**config.mk**
```make
export PLATFORM = sky130hd
export DESIGN_NAME = i2c_eeprom_byte_master_core
export DESIGN_NICKNAME = d
export VERILOG_FILES = /design/src/rtl/iebm_pkg.sv /design/src/rtl/i2c_eeprom_byte_master_core.sv /design/src/rtl/iebm_cfg.sv /design/src/rtl/iebm_seq.sv
export SDC_FILE = /design/constraint.sdc
export NUM_CORES = 1
export LEC_CHECK = 0
export ABC_CLOCK_PERIOD_IN_PS = 3820
export BUFFER_PORTS_ARGS = -buffer_cell sky130_fd_sc_hd__buf_2
export CORE_MARGIN = 3
export CORE_UTILIZATION = 62
export CTS_BUF_LIST = sky130_fd_sc_hd__clkbuf_8
export CTS_CLUSTER_SIZE = 16
export DETAILED_ROUTE_END_ITERATION = 7
export PLACE_DENSITY = 0.86
export SETUP_SLACK_MARGIN = 0.15
export SLEW_MARGIN = 0
export SYNTH_ARGS = -nofsm -noshare
export SYNTH_HDL_FRONTEND = slang
export SYNTH_SLANG_ARGS = --single-unit
```
**constraint.sdc**
```tcl
create_clock -name aclk -period 3.82 [get_ports aclk]
set_clock_uncertainty 0.05 [all_clocks]
set_input_delay 0.764 -clock aclk [delete_from_list [all_inputs] [get_ports aclk]]
set_output_delay 0.764 -clock aclk [all_outputs]
set_load 0.05 [all_outputs]
```
**src/rtl/iebm_pkg.sv**
```systemverilog
// Shared types and constants for the I2C EEPROM byte master.
// Holds beat payload structs, configuration struct, register indexes and reset values.
package iebm_pkg;

    localparam int CFG_INDEX_W = 2;
    localparam int CFG_DATA_W  = 20;

    localparam logic [CFG_INDEX_W-1:0] CFG_HALF_PERIOD = 2'd0;
    localparam logic [CFG_INDEX_W-1:0] CFG_WRITE_WAIT  = 2'd1;
    localparam logic [CFG_INDEX_W-1:0] CFG_ACK_TIMEOUT = 2'd2;

    localparam logic [9:0]  HALF_PERIOD_RESET = 10'd60;
    localparam logic [19:0] WRITE_WAIT_RESET  = 20'd250000;
    localparam logic [7:0]  ACK_TIMEOUT_RESET = 8'd250;

    localparam logic [7:0] CTRL_WRITE = 8'hA0;
    localparam logic [7:0] CTRL_READ  = 8'hA1;

    typedef struct packed {
        logic [9:0]  half_period_ticks;
        logic [19:0] write_wait_ticks;
        logic [7:0]  ack_timeout_ticks;
    } iebm_cfg_t;

    typedef struct packed {
        logic        start_req;
        logic        func;
        logic [10:0] mem_address;
        logic [7:0]  write_data;
        logic        sda_in;
    } iebm_in_t;

    typedef struct packed {
        logic       scl_level;
        logic       sda_pull_low;
        logic       busy_res;
        logic       done_res;
        logic [7:0] read_data;
        logic       ack_error;
    } iebm_out_t;

endpackage

```
**src/rtl/i2c_eeprom_byte_master_core.sv**
```systemverilog
// Top level of the I2C master for a 24C16-style 2 KB EEPROM, one random byte per transfer.
// Depends on iebm_pkg, iebm_cfg and iebm_seq.
//
// Each input beat is one clock tick of the I2C bit sequencer and yields exactly one result
// beat with the SCL/SDA levels, busy, done, read byte and ack error for that tick. One beat
// is taken every cycle unless the result register is stalled: the whole tick update is a single
// pass through the sequencer's next-state logic into its state and result registers. s_ready
// stays high while the result register is empty or is being drained by m_ready. Write the
// configuration registers only while no transfer runs and no result is pending.
module i2c_eeprom_byte_master_core (
    input  logic                             aclk,
    input  logic                             aresetn,
    input  logic                             s_valid,
    output logic                             s_ready,
    input  iebm_pkg::iebm_in_t               s_data,
    output logic                             m_valid,
    input  logic                             m_ready,
    output iebm_pkg::iebm_out_t              m_data,
    input  logic                             cfg_wr_en,
    input  logic [iebm_pkg::CFG_INDEX_W-1:0] cfg_index,
    input  logic [iebm_pkg::CFG_DATA_W-1:0]  cfg_wdata
);
    import iebm_pkg::*;

    iebm_cfg_t cfg;
    logic      s_fire;

    assign s_ready = !m_valid || m_ready;
    assign s_fire  = s_valid && s_ready;

    iebm_cfg u_cfg (
        .aclk      (aclk),
        .aresetn   (aresetn),
        .cfg_wr_en (cfg_wr_en),
        .cfg_index (cfg_index),
        .cfg_wdata (cfg_wdata),
        .cfg       (cfg)
    );

    iebm_seq u_seq (
        .aclk    (aclk),
        .aresetn (aresetn),
        .cfg     (cfg),
        .s_fire  (s_fire),
        .s_data  (s_data),
        .m_ready (m_ready),
        .m_valid (m_valid),
        .m_data  (m_data)
    );

endmodule

```
**src/rtl/iebm_cfg.sv**
```systemverilog
// Configuration register file: half period, write wait and ack timeout.
// Depends on iebm_pkg.
module iebm_cfg (
    input  logic                             aclk,
    input  logic                             aresetn,
    input  logic                             cfg_wr_en,
    input  logic [iebm_pkg::CFG_INDEX_W-1:0] cfg_index,
    input  logic [iebm_pkg::CFG_DATA_W-1:0]  cfg_wdata,
    output iebm_pkg::iebm_cfg_t              cfg
);
    import iebm_pkg::*;

    iebm_cfg_t cfg_reg;

    always_ff @(posedge aclk) begin
        if (!aresetn) begin
            cfg_reg.half_period_ticks <= HALF_PERIOD_RESET;
            cfg_reg.write_wait_ticks  <= WRITE_WAIT_RESET;
            cfg_reg.ack_timeout_ticks <= ACK_TIMEOUT_RESET;
        end else if (cfg_wr_en) begin
            unique case (cfg_index)
                CFG_HALF_PERIOD: cfg_reg.half_period_ticks <= cfg_wdata[9:0];
                CFG_WRITE_WAIT:  cfg_reg.write_wait_ticks  <= cfg_wdata;
                CFG_ACK_TIMEOUT: cfg_reg.ack_timeout_ticks <= cfg_wdata[7:0];
                default: ;
            endcase
        end
    end

    assign cfg = cfg_reg;

endmodule

```
**src/rtl/iebm_seq.sv**
```systemverilog
// Bit-level I2C sequencer: one tick per input beat, result held in an output register.
// Depends on iebm_pkg.
module iebm_seq (
    input  logic                aclk,
    input  logic                aresetn,
    input  iebm_pkg::iebm_cfg_t cfg,
    input  logic                s_fire,
    input  iebm_pkg::iebm_in_t  s_data,
    input  logic                m_ready,
    output logic                m_valid,
    output iebm_pkg::iebm_out_t m_data
);
    import iebm_pkg::*;

    typedef enum logic [4:0] {
        PH_IDLE, PH_START_HI, PH_START_LO,
        PH_TX_BIT_LO, PH_TX_BIT_HI, PH_TX_ACK_LO, PH_TX_ACK_HI,
        PH_RS_A, PH_RS_B, PH_RS_C,
        PH_RX_LOW, PH_RX_HIGH, PH_NACK_LOW, PH_NACK_HIGH,
        PH_STOP_A, PH_STOP_B, PH_STOP_C, PH_WAIT, PH_DONE
    } phase_t;

    typedef enum logic [1:0] {
        BYTE_CTRL_WR, BYTE_ADDR, BYTE_DATA, BYTE_CTRL_RD
    } byte_sel_t;

    phase_t      phase_reg, phase_next;
    byte_sel_t   byte_reg, byte_next;
    logic [3:0]  bit_count_reg, bit_count_next;
    logic [7:0]  shift_byte_reg, shift_byte_next;
    logic [19:0] tick_timer_reg, tick_timer_next;
    logic [10:0] saved_address_reg, saved_address_next;
    logic [7:0]  saved_data_reg, saved_data_next;
    logic        saved_func_reg, saved_func_next;
    logic        error_seen_reg, error_seen_next;
    logic        m_valid_reg, m_valid_next;
    iebm_out_t   m_data_reg, res;

    logic [9:0]  half;
    logic [19:0] timer_inc;
    logic        half_end;
    logic [3:0]  bit_inc;

    always_comb begin
        half      = (cfg.half_period_ticks == 10'd0) ? 10'd1 : cfg.half_period_ticks;
        timer_inc = tick_timer_reg + 20'd1;
        half_end  = timer_inc >= {10'd0, half};
        bit_inc   = bit_count_reg + 4'd1;

        phase_next         = phase_reg;
        byte_next          = byte_reg;
        bit_count_next     = bit_count_reg;
        shift_byte_next    = shift_byte_reg;
        tick_timer_next    = tick_timer_reg;
        saved_address_next = saved_address_reg;
        saved_data_next    = saved_data_reg;
        saved_func_next    = saved_func_reg;
        error_seen_next    = error_seen_reg;

        res.scl_level    = 1'b1;
        res.sda_pull_low = 1'b0;
        res.busy_res     = 1'b1;
        res.done_res     = 1'b0;
        res.read_data    = 8'd0;
        res.ack_error    = 1'b0;

        if (phase_reg != PH_IDLE && phase_reg != PH_DONE && phase_reg != PH_WAIT &&
            phase_reg != PH_TX_ACK_HI) begin
            tick_timer_next = half_end ? 20'd0 : timer_inc;
        end

        unique case (phase_reg)
            PH_IDLE: begin
                res.busy_res = 1'b0;
                if (s_data.start_req) begin
                    saved_func_next    = s_data.func;
                    saved_address_next = s_data.mem_address;
                    saved_data_next    = s_data.write_data;
                    error_seen_next    = 1'b0;
                    tick_timer_next    = 20'd0;
                    bit_count_next     = 4'd0;
                    phase_next         = PH_START_HI;
                end
            end
            PH_DONE: begin
                res.busy_res  = 1'b0;
                res.done_res  = 1'b1;
                res.ack_error = error_seen_reg;
                res.read_data = (saved_func_reg && !error_seen_reg) ? shift_byte_reg : 8'd0;
                phase_next      = PH_IDLE;
                tick_timer_next = 20'd0;
            end
            PH_START_HI: begin
                if (half_end) phase_next = PH_START_LO;
            end
            PH_START_LO: begin
                res.sda_pull_low = 1'b1;
                if (half_end) begin
                    shift_byte_next = CTRL_WRITE | {4'd0, saved_address_reg[10:8], 1'b0};
                    bit_count_next  = 4'd0;
                    byte_next       = BYTE_CTRL_WR;
                    phase_next      = PH_TX_BIT_LO;
                end
            end
            PH_TX_BIT_LO: begin
                res.scl_level    = 1'b0;
                res.sda_pull_low = !shift_byte_reg[7];
                if (half_end) phase_next = PH_TX_BIT_HI;
            end
            PH_TX_BIT_HI: begin
                res.sda_pull_low = !shift_byte_reg[7];
                if (half_end) begin
                    shift_byte_next = {shift_byte_reg[6:0], 1'b0};
                    if (bit_inc >= 4'd8) begin
                        bit_count_next = 4'd0;
                        phase_next     = PH_TX_ACK_LO;
                    end else begin
                        bit_count_next = bit_inc;
                        phase_next     = PH_TX_BIT_LO;
                    end
                end
            end
            PH_TX_ACK_LO: begin
                res.scl_level = 1'b0;
                if (half_end) phase_next = PH_TX_ACK_HI;
            end
            PH_TX_ACK_HI: begin
                if (!s_data.sda_in) begin
                    tick_timer_next = 20'd0;
                    case (byte_reg)
                        BYTE_CTRL_WR: begin
                            shift_byte_next = saved_address_reg[7:0];
                            bit_count_next  = 4'd0;
                            byte_next       = BYTE_ADDR;
                            phase_next      = PH_TX_BIT_LO;
                        end
                        BYTE_ADDR: begin
                            if (saved_func_reg) begin
                                phase_next = PH_RS_A;
                            end else begin
                                shift_byte_next = saved_data_reg;
                                bit_count_next  = 4'd0;
                                byte_next       = BYTE_DATA;
                                phase_next      = PH_TX_BIT_LO;
                            end
                        end
                        BYTE_DATA: phase_next = PH_STOP_A;
                        default: begin
                            shift_byte_next = 8'd0;
                            bit_count_next  = 4'd0;
                            phase_next      = PH_RX_LOW;
                        end
                    endcase
                end else begin
                    tick_timer_next = timer_inc;
                    if (timer_inc >= {12'd0, cfg.ack_timeout_ticks}) begin
                        error_seen_next = 1'b1;
                        tick_timer_next = 20'd0;
                        phase_next      = PH_STOP_A;
                    end
                end
            end
            PH_RS_A: begin
                res.scl_level = 1'b0;
                if (half_end) phase_next = PH_RS_B;
            end
            PH_RS_B: begin
                if (half_end) phase_next = PH_RS_C;
            end
            PH_RS_C: begin
                res.sda_pull_low = 1'b1;
                if (half_end) begin
                    shift_byte_next = CTRL_READ;
                    bit_count_next  = 4'd0;
                    byte_next       = BYTE_CTRL_RD;
                    phase_next      = PH_TX_BIT_LO;
                end
            end
            PH_RX_LOW: begin
                res.scl_level = 1'b0;
                if (half_end) phase_next = PH_RX_HIGH;
            end
            PH_RX_HIGH: begin
                if (half_end) begin
                    shift_byte_next = {shift_byte_reg[6:0], s_data.sda_in};
                    bit_count_next  = bit_inc;
                    phase_next      = (bit_inc >= 4'd8) ? PH_NACK_LOW : PH_RX_LOW;
                end
            end
            PH_NACK_LOW: begin
                res.scl_level = 1'b0;
                if (half_end) phase_next = PH_NACK_HIGH;
            end
            PH_NACK_HIGH: begin
                if (half_end) phase_next = PH_STOP_A;
            end
            PH_STOP_A: begin
                res.scl_level    = 1'b0;
                res.sda_pull_low = 1'b1;
                if (half_end) phase_next = PH_STOP_B;
            end
            PH_STOP_B: begin
                res.sda_pull_low = 1'b1;
                if (half_end) phase_next = PH_STOP_C;
            end
            PH_STOP_C: begin
                if (half_end) begin
                    if (!error_seen_reg && !saved_func_reg && cfg.write_wait_ticks != 20'd0)
                        phase_next = PH_WAIT;
                    else
                        phase_next = PH_DONE;
                end
            end
            PH_WAIT: begin
                tick_timer_next = timer_inc;
                if (timer_inc >= cfg.write_wait_ticks) begin
                    tick_timer_next = 20'd0;
                    phase_next      = PH_DONE;
                end
            end
            default: begin
                res.busy_res = 1'b0;
                phase_next   = PH_IDLE;
            end
        endcase

        if (s_fire)
            m_valid_next = 1'b1;
        else if (m_ready)
            m_valid_next = 1'b0;
        else
            m_valid_next = m_valid_reg;
    end

    always_ff @(posedge aclk) begin
        if (!aresetn) begin
            phase_reg      <= PH_IDLE;
            byte_reg       <= BYTE_CTRL_WR;
            bit_count_reg  <= 4'd0;
            tick_timer_reg <= 20'd0;
            error_seen_reg <= 1'b0;
            m_valid_reg    <= 1'b0;
        end else begin
            m_valid_reg <= m_valid_next;
            if (s_fire) begin
                phase_reg      <= phase_next;
                byte_reg       <= byte_next;
                bit_count_reg  <= bit_count_next;
                tick_timer_reg <= tick_timer_next;
                error_seen_reg <= error_seen_next;
            end
        end
        if (s_fire) begin
            shift_byte_reg    <= shift_byte_next;
            saved_address_reg <= saved_address_next;
            saved_data_reg    <= saved_data_next;
            saved_func_reg    <= saved_func_next;
            m_data_reg        <= res;
        end
    end

    assign m_valid = m_valid_reg;
    assign m_data  = m_data_reg;

endmodule

```
Yosys cells after proc, flatten, opt, wreduce, memory -nomap -nowiden
Index checks and enable logic that the tools add are counted.
- flip-flop bits (word level): 112
- bits in latches: 0
- memory bits (writable): 0
- memory bits (read-only): 0
- input bits: 49
- output and inout bits: 15
- logic and storage cells: 179
- memories: 0
- add/subtract/negate cells: 2
- multipliers: 0
- divide/modulo/power cells: 0
- $lt $le $gt $ge: 4
- eq/ne operators: 50
- shift-type cells: 0
- multiplexer cells: 66
- bitwise operators: 0
- reduce and logical (&&, ||, !) cells: 38
- operators by type and width (operator ; number):
    $mux 20 ; 6
    $mux 5 ; 18
    $pmux 5 s17 ; 1
    $pmux 20 s4 ; 1
    $mux 8 ; 7
    $eq 5x4->1 const B ; 8
    $pmux 8 s5 ; 1
    $ne 2x1->1 const B ; 18
    $mux 4 ; 7
    $pmux 8 s3 ; 1
    $add 20x1->20 const B ; 1
    $eq 5x3->1 const B ; 4
    $ge 20x10->1 ; 1
    $ge 20x20->1 ; 1
    $ge 20x8->1 ; 1
    $mux 10 ; 2
    $pmux 4 s5 ; 1
    $reduce_bool 20->1 ; 1
    $reduce_and 18->1 ; 1
    $reduce_and 9->1 ; 2
    $reduce_or 17->1 ; 1
    $eq 5x5->1 const B ; 3
    $pmux 5 s3 ; 1
    $reduce_bool 5->1 ; 3
    other kinds (33) ; 69

Logic depth before layout (Yosys ltp)
- word-level depth: 7
- gate-level depth with buffers: 14

By module
Synthesis repeated with hierarchy kept, for this count alone.
- cells, all modules: 725
- area, all modules: 6601.3 µm²
- by module, submodules not included (module ; times used ; cells each ; area each (µm²)):
    iebm_seq ; 1 ; 565 ; 5028.6
    iebm_cfg ; 1 ; 158 ; 1550.2
    i2c_eeprom_byte_master_core ; 1 ; 2 ; 22.5

Worst setup path after synthesis
Ideal clock, no wire load.
- kind: register -> register
- from: register u_seq.tick_timer_reg[0]
- to: register u_seq.tick_timer_reg[11]
- setup time: 0.070 ns
- arrival: 3.250 ns
- slack: 0.450 ns
- cell stages (with the launch flop): 14
- path buffers: 0
- period minus slack after synthesis: 3.370 ns
- cell sequence: dfxtp_1 -> ha_1 -> nand3_1 -> and2_1 -> or2_2 -> ha_1 -> a21o_1 -> a21o_1 -> a221oi_1 -> o21ai_0 -> a2111o_1 -> a21oi_2 -> o21ai_0 -> a21oi_1
- word-level cells in the longest chain between the ends: 6
- elaborated cells between the ends (all ways): 11
- RTL lines (element ; RTL line ; RTL):
    start: declaration ; iebm_seq.sv:31 ; logic [19:0] tick_timer_reg, tick_timer_next;
    start signal: assignment ; iebm_seq.sv:249 ; tick_timer_reg <= tick_timer_next;
    $add 20x1->20 (*) ; iebm_seq.sv:46 ; timer_inc = tick_timer_reg + 20'd1;
    $ge 20x10->1 ; iebm_seq.sv:47 ; half_end = timer_inc >= {10'd0, half};
    $mux 20 ; iebm_seq.sv:69 ; tick_timer_next = half_end ? 20'd0 : timer_inc;
    $mux 20 ; iebm_seq.sv:67 ; if (phase_reg != PH_IDLE && phase_reg != PH_DONE && phase_reg != PH_WAIT &&
    $mux 20 ; iebm_seq.sv:75 ; if (s_data.start_req) begin
    $pmux 20 s4 (*) ; iebm_seq.sv:72 ; unique case (phase_reg)
Every way passes the cells marked *; elsewhere a longest branch is shown, timed or not.
A chain may end at the register's enable or synchronous reset.

Worst setup path in the final report
- from: register u_seq.tick_timer_reg[3]
- to: register u_seq.phase_reg[3]
- word-level cells in the longest chain between the ends: 4
- elaborated cells between the ends (all ways): 21
- RTL lines (element ; RTL line ; RTL):
    $add 20x1->20 (*) ; iebm_seq.sv:46 ;
    $ge 20x8->1, or another cell as far along ; iebm_seq.sv:156 ; if (timer_inc >= {12'd0, cfg.ack_timeout_ticks}) begin
    $ne 3x2->1 (no source line) or $ne 2x1->1 (tied branches) ; n/a ;
    $reduce_and 18->1 (no source line) (*) ; n/a ;
    end signal: assignment ; iebm_seq.sv:246 ; phase_reg <= phase_next;
    end: declaration ; iebm_seq.sv:27 ; phase_t phase_reg, phase_next;
Marks and branches as above.

==> metrics.yaml <==
floorplanning:
  die_w_um: 107.0
  start_util: 0.6416
  core_area_sq_um: 9864
  io_pins: 64
  chipHeight_um: 107.0
  dieArea_sq_um: 11460
  placementRows: 36
global_route:
  grt_usage: 0.2773
  antenna_found_initial: 0
  grt_start_max_net_pins: 43
  grt-ovfl-total: 0
  grt_pass1_vias: 5279
  grt_pass1_wl_um: 25320
yosys:
  yosysSeqAreaShare: 0.4191
  synth_warnings: 0
  synth_nets: 811
  ys_ff_latch: 112
  synth.top_cell.area_share: 0.2246
  synth-edff-count: 41
  async_flop_share: 0
  synth_area_leaders: "dfxtp_1 22%, edfxtp_1 19%, ha_1 7.9%"
  yosysTopAreaCell: "dfxtp_1"
  synth_most_common_cell: "nand2_1"
  ys_top_cells_by_count: "104 x nand2_1, 71 x dfxtp_1, 54 x a21oi_1, 45 x inv_1, 44 x nor2_1"
  synth_flop_cell: "dfxtp_1"
  avgSynthCellArea_sq_um: 8.765
  syn-instance-count: 722
  ys_types: 62
  syn-cell-area_sq_um: 6329
min_path:
  whs_endpoint: "u_cfg.cfg[0]$_SDFFE_PN0P_"
  hold_class: "reg -> reg"
  hold-path-cell-count: 2
  worstHoldStart: "u_cfg.cfg[0]$_SDFFE_PN0P_"
power:
  p_clk_frac: 0.308
  p_leak_nw: 2.926
  p_int_mw: 1.650
  vdd_ir_drop_max_v: 0.0002356
  power.share.switching: 0.2915
  power_frac_seq: 0.560
  p_per_area_nw_per_um2: 327.7
  p_comb_frac: 0.131
  p_switching_mw: 0.6789
placement:
  io_buffer_count: 63
  gp_congestion: 0.9120
  dp_cells: 900
  dp_hpwl_um: 11460
finish:
  final_cells: 919
  drive_gt1_frac: 0.1705
  nets: 870
  antenna_cells: 0
  syn2layout_area_growth_pct: 12.30
  largest_reg_flops: 38
sta:
  finalCritPeriodShare: 0.9328
  holdWs_ns: 0.4293
  fin_tns_setup_ns: 0
  finalHoldViolCount: 0
  slew_viol_final: 0
  grt_setup_unrepaired: "false"
  fmax_mhz: 280.7
  period_minus_slack_ns: 3.563
  setup_viol_count_final: 0
  worstMarginPinSlew_ns: 0.9090
  relSlewSlack: 0.3940
cts:
  cts_tree: "yes"
  clkTransAtPathRegs_ns: 0.12
  worstSkewPairLatency_ns: 0.39
  numCtsBuffers: 9
  clockBufferDepth: 2
  cts_hold_buf: 0
  clkSinkCount: 112
  htree_levels: 3
  cts-root-buf: "clkbuf_8"
detailed_routing:
  first_pass_iters: 5
  avgViaCountPerCell: 6.078
  wl_um: 15860
  wl_per_cell_um: 17.25
  antenna_left: 0
  drc: 0
  vias: 5586
  drtIter0Drc: 586
critical_path:
  worstPathRequired_ns: 4.11
  r2r_cells: 12
  worstReg2RegEnd: "u_seq.phase_reg[3]$_SDFFE_PN0P_"
  reg2reg_from: "u_seq.tick_timer_reg[3]$_SDFFE_PN0P_"
  worstPathMaxFanout: 8
  worst_ep_arrival_time_ns: 3.85
  start_kind: "flop"
  cp-end-kind: "flop"
  rrSetupSlack_ns: 0.26
  crit_type: "reg -> reg"
run_status:
  status: "finished clean"
flow_run:
  drv_cap: 0
worst max-delay path by stage:
stage	start	end	slack (ns)	cells after the start
floorplan	u_seq.tick_timer_reg[0]$_SDFFE_PN0P_	u_seq.tick_timer_reg[11]$_SDFFE_PN0P_	0.45	13
global placement	u_seq.tick_timer_reg[2]$_SDFFE_PN0P_	u_seq.phase_reg[3]$_SDFFE_PN0P_	0.22	11
detailed placement	u_seq.tick_timer_reg[2]$_SDFFE_PN0P_	u_seq.phase_reg[3]$_SDFFE_PN0P_	0.14	11
CTS	u_seq.tick_timer_reg[6]$_SDFFE_PN0P_	u_seq.tick_timer_reg[4]$_SDFFE_PN0P_	0.17	11
global route	u_seq.tick_timer_reg[1]$_SDFFE_PN0P_	u_seq.phase_reg[2]$_SDFFE_PN0P_	0.12	14
finish	u_seq.tick_timer_reg[3]$_SDFFE_PN0P_	u_seq.phase_reg[3]$_SDFFE_PN0P_	0.26	12
worst max-delay path, cell delays in order, from the launching register on:
cell,delay (ns)
dfxtp_2,0.42
nand4_1,0.20
or3_4,0.42
o31a_1,0.35
or2_2,0.32
ha_1,0.31
o211ai_1,0.10
a21oi_1,0.16
a2111o_1,0.25
nand3b_1,0.11
buf_4,0.18
or4_1,0.48
a21oi_1,0.15
area by class of cell:
type                    count  area (sq um)
well taps                 133         166.4
multi-input cells         523          3372
repair buffers             89         523.0
clock inverters             7         82.58
clock buffers               9         123.9
inverters                  46         172.7
flip-flops and latches    112          2666
fillers                   723          2758
metrics by stage:
stage                       util  power (mW)  instance area [sq um]  setup slack (ns)
final                     0.7204       2.329                   7107            0.2569
after global routing      0.7204       2.425                   7107            0.1154
after CTS                 0.7136       2.318                   7039            0.1729
after detailed placement  0.6914       1.616                   6820            0.1384
after global placement    0.6914       1.605                   6820            0.2227
after floorplan                -       1.518                   6329            0.4497
power groups by stage:
stage / Combinational (mW) / Clock [mW] / Sequential, mW
2_1_floorplan: 0.171 / 0 / 1.35
3_3_place_gp: 0.274 / 0 / 1.33
3_5_place_dp: 0.282 / 0 / 1.33
4_1_cts: 0.287 / 0.726 / 1.31
5_1_grt: 0.334 / 0.781 / 1.31
6_report: 0.306 / 0.718 / 1.31
placed cells by master, fill, tap and decap left out, types with 11 or more instances in the layout:
master / count
and2_1: 13
nor2_1: 44
a21oi_1: 54
o21ai_0: 28
mux2i_1: 14
a22oi_1: 16
buf_2: 63
nand3_1: 11
inv_1: 45
buf_4: 25
o211ai_1: 21
nand2_1: 104
nor4_1: 15
dfxtp_1: 62
ha_1: 39
nor3_1: 17
edfxtp_1: 41
nand4_1: 14
layer usage:
| metal | global-route usage | wire length, um | vias to the layer above |
|---|---|---|---|
| met2 | 0.4531 | 7564 | 220 |
| li1 | - | - | 2735 |
| met5 | 0 | 0 | - |
| met4 | 0.07854 | 320 | 0 |
| met3 | 0.04455 | 969 | 34 |
| met1 | 0.3821 | 7001 | 2597 |
kinds of logic (layout without fill, tap and decap cells):
family / count (synthesis) / count (layout) / share of synthesized area
flip-flops: 112 / 112 / 0.4191
adder cells (fa/ha/maj): 40 / 40 / 0.07908
AO/OA/AOI/OAI: 176 / 176 / 0.1835
multiplexers: 15 / 15 / 0.02392
AND/OR/NAND/NOR: 275 / 275 / 0.2171
buffers and inverters: 87 / 151 / 0.05378
XOR/XNOR: 17 / 17 / 0.02353
timing repair:
item | in CTS | in global routing
gates resized for setup | 3 | 15
setup buffers | 1 | 2
pin swaps | 1 | 3
endpoints found under the setup margin | 5 | 36
cloned | 0 | 0
(Power assumes the default switching activity.)
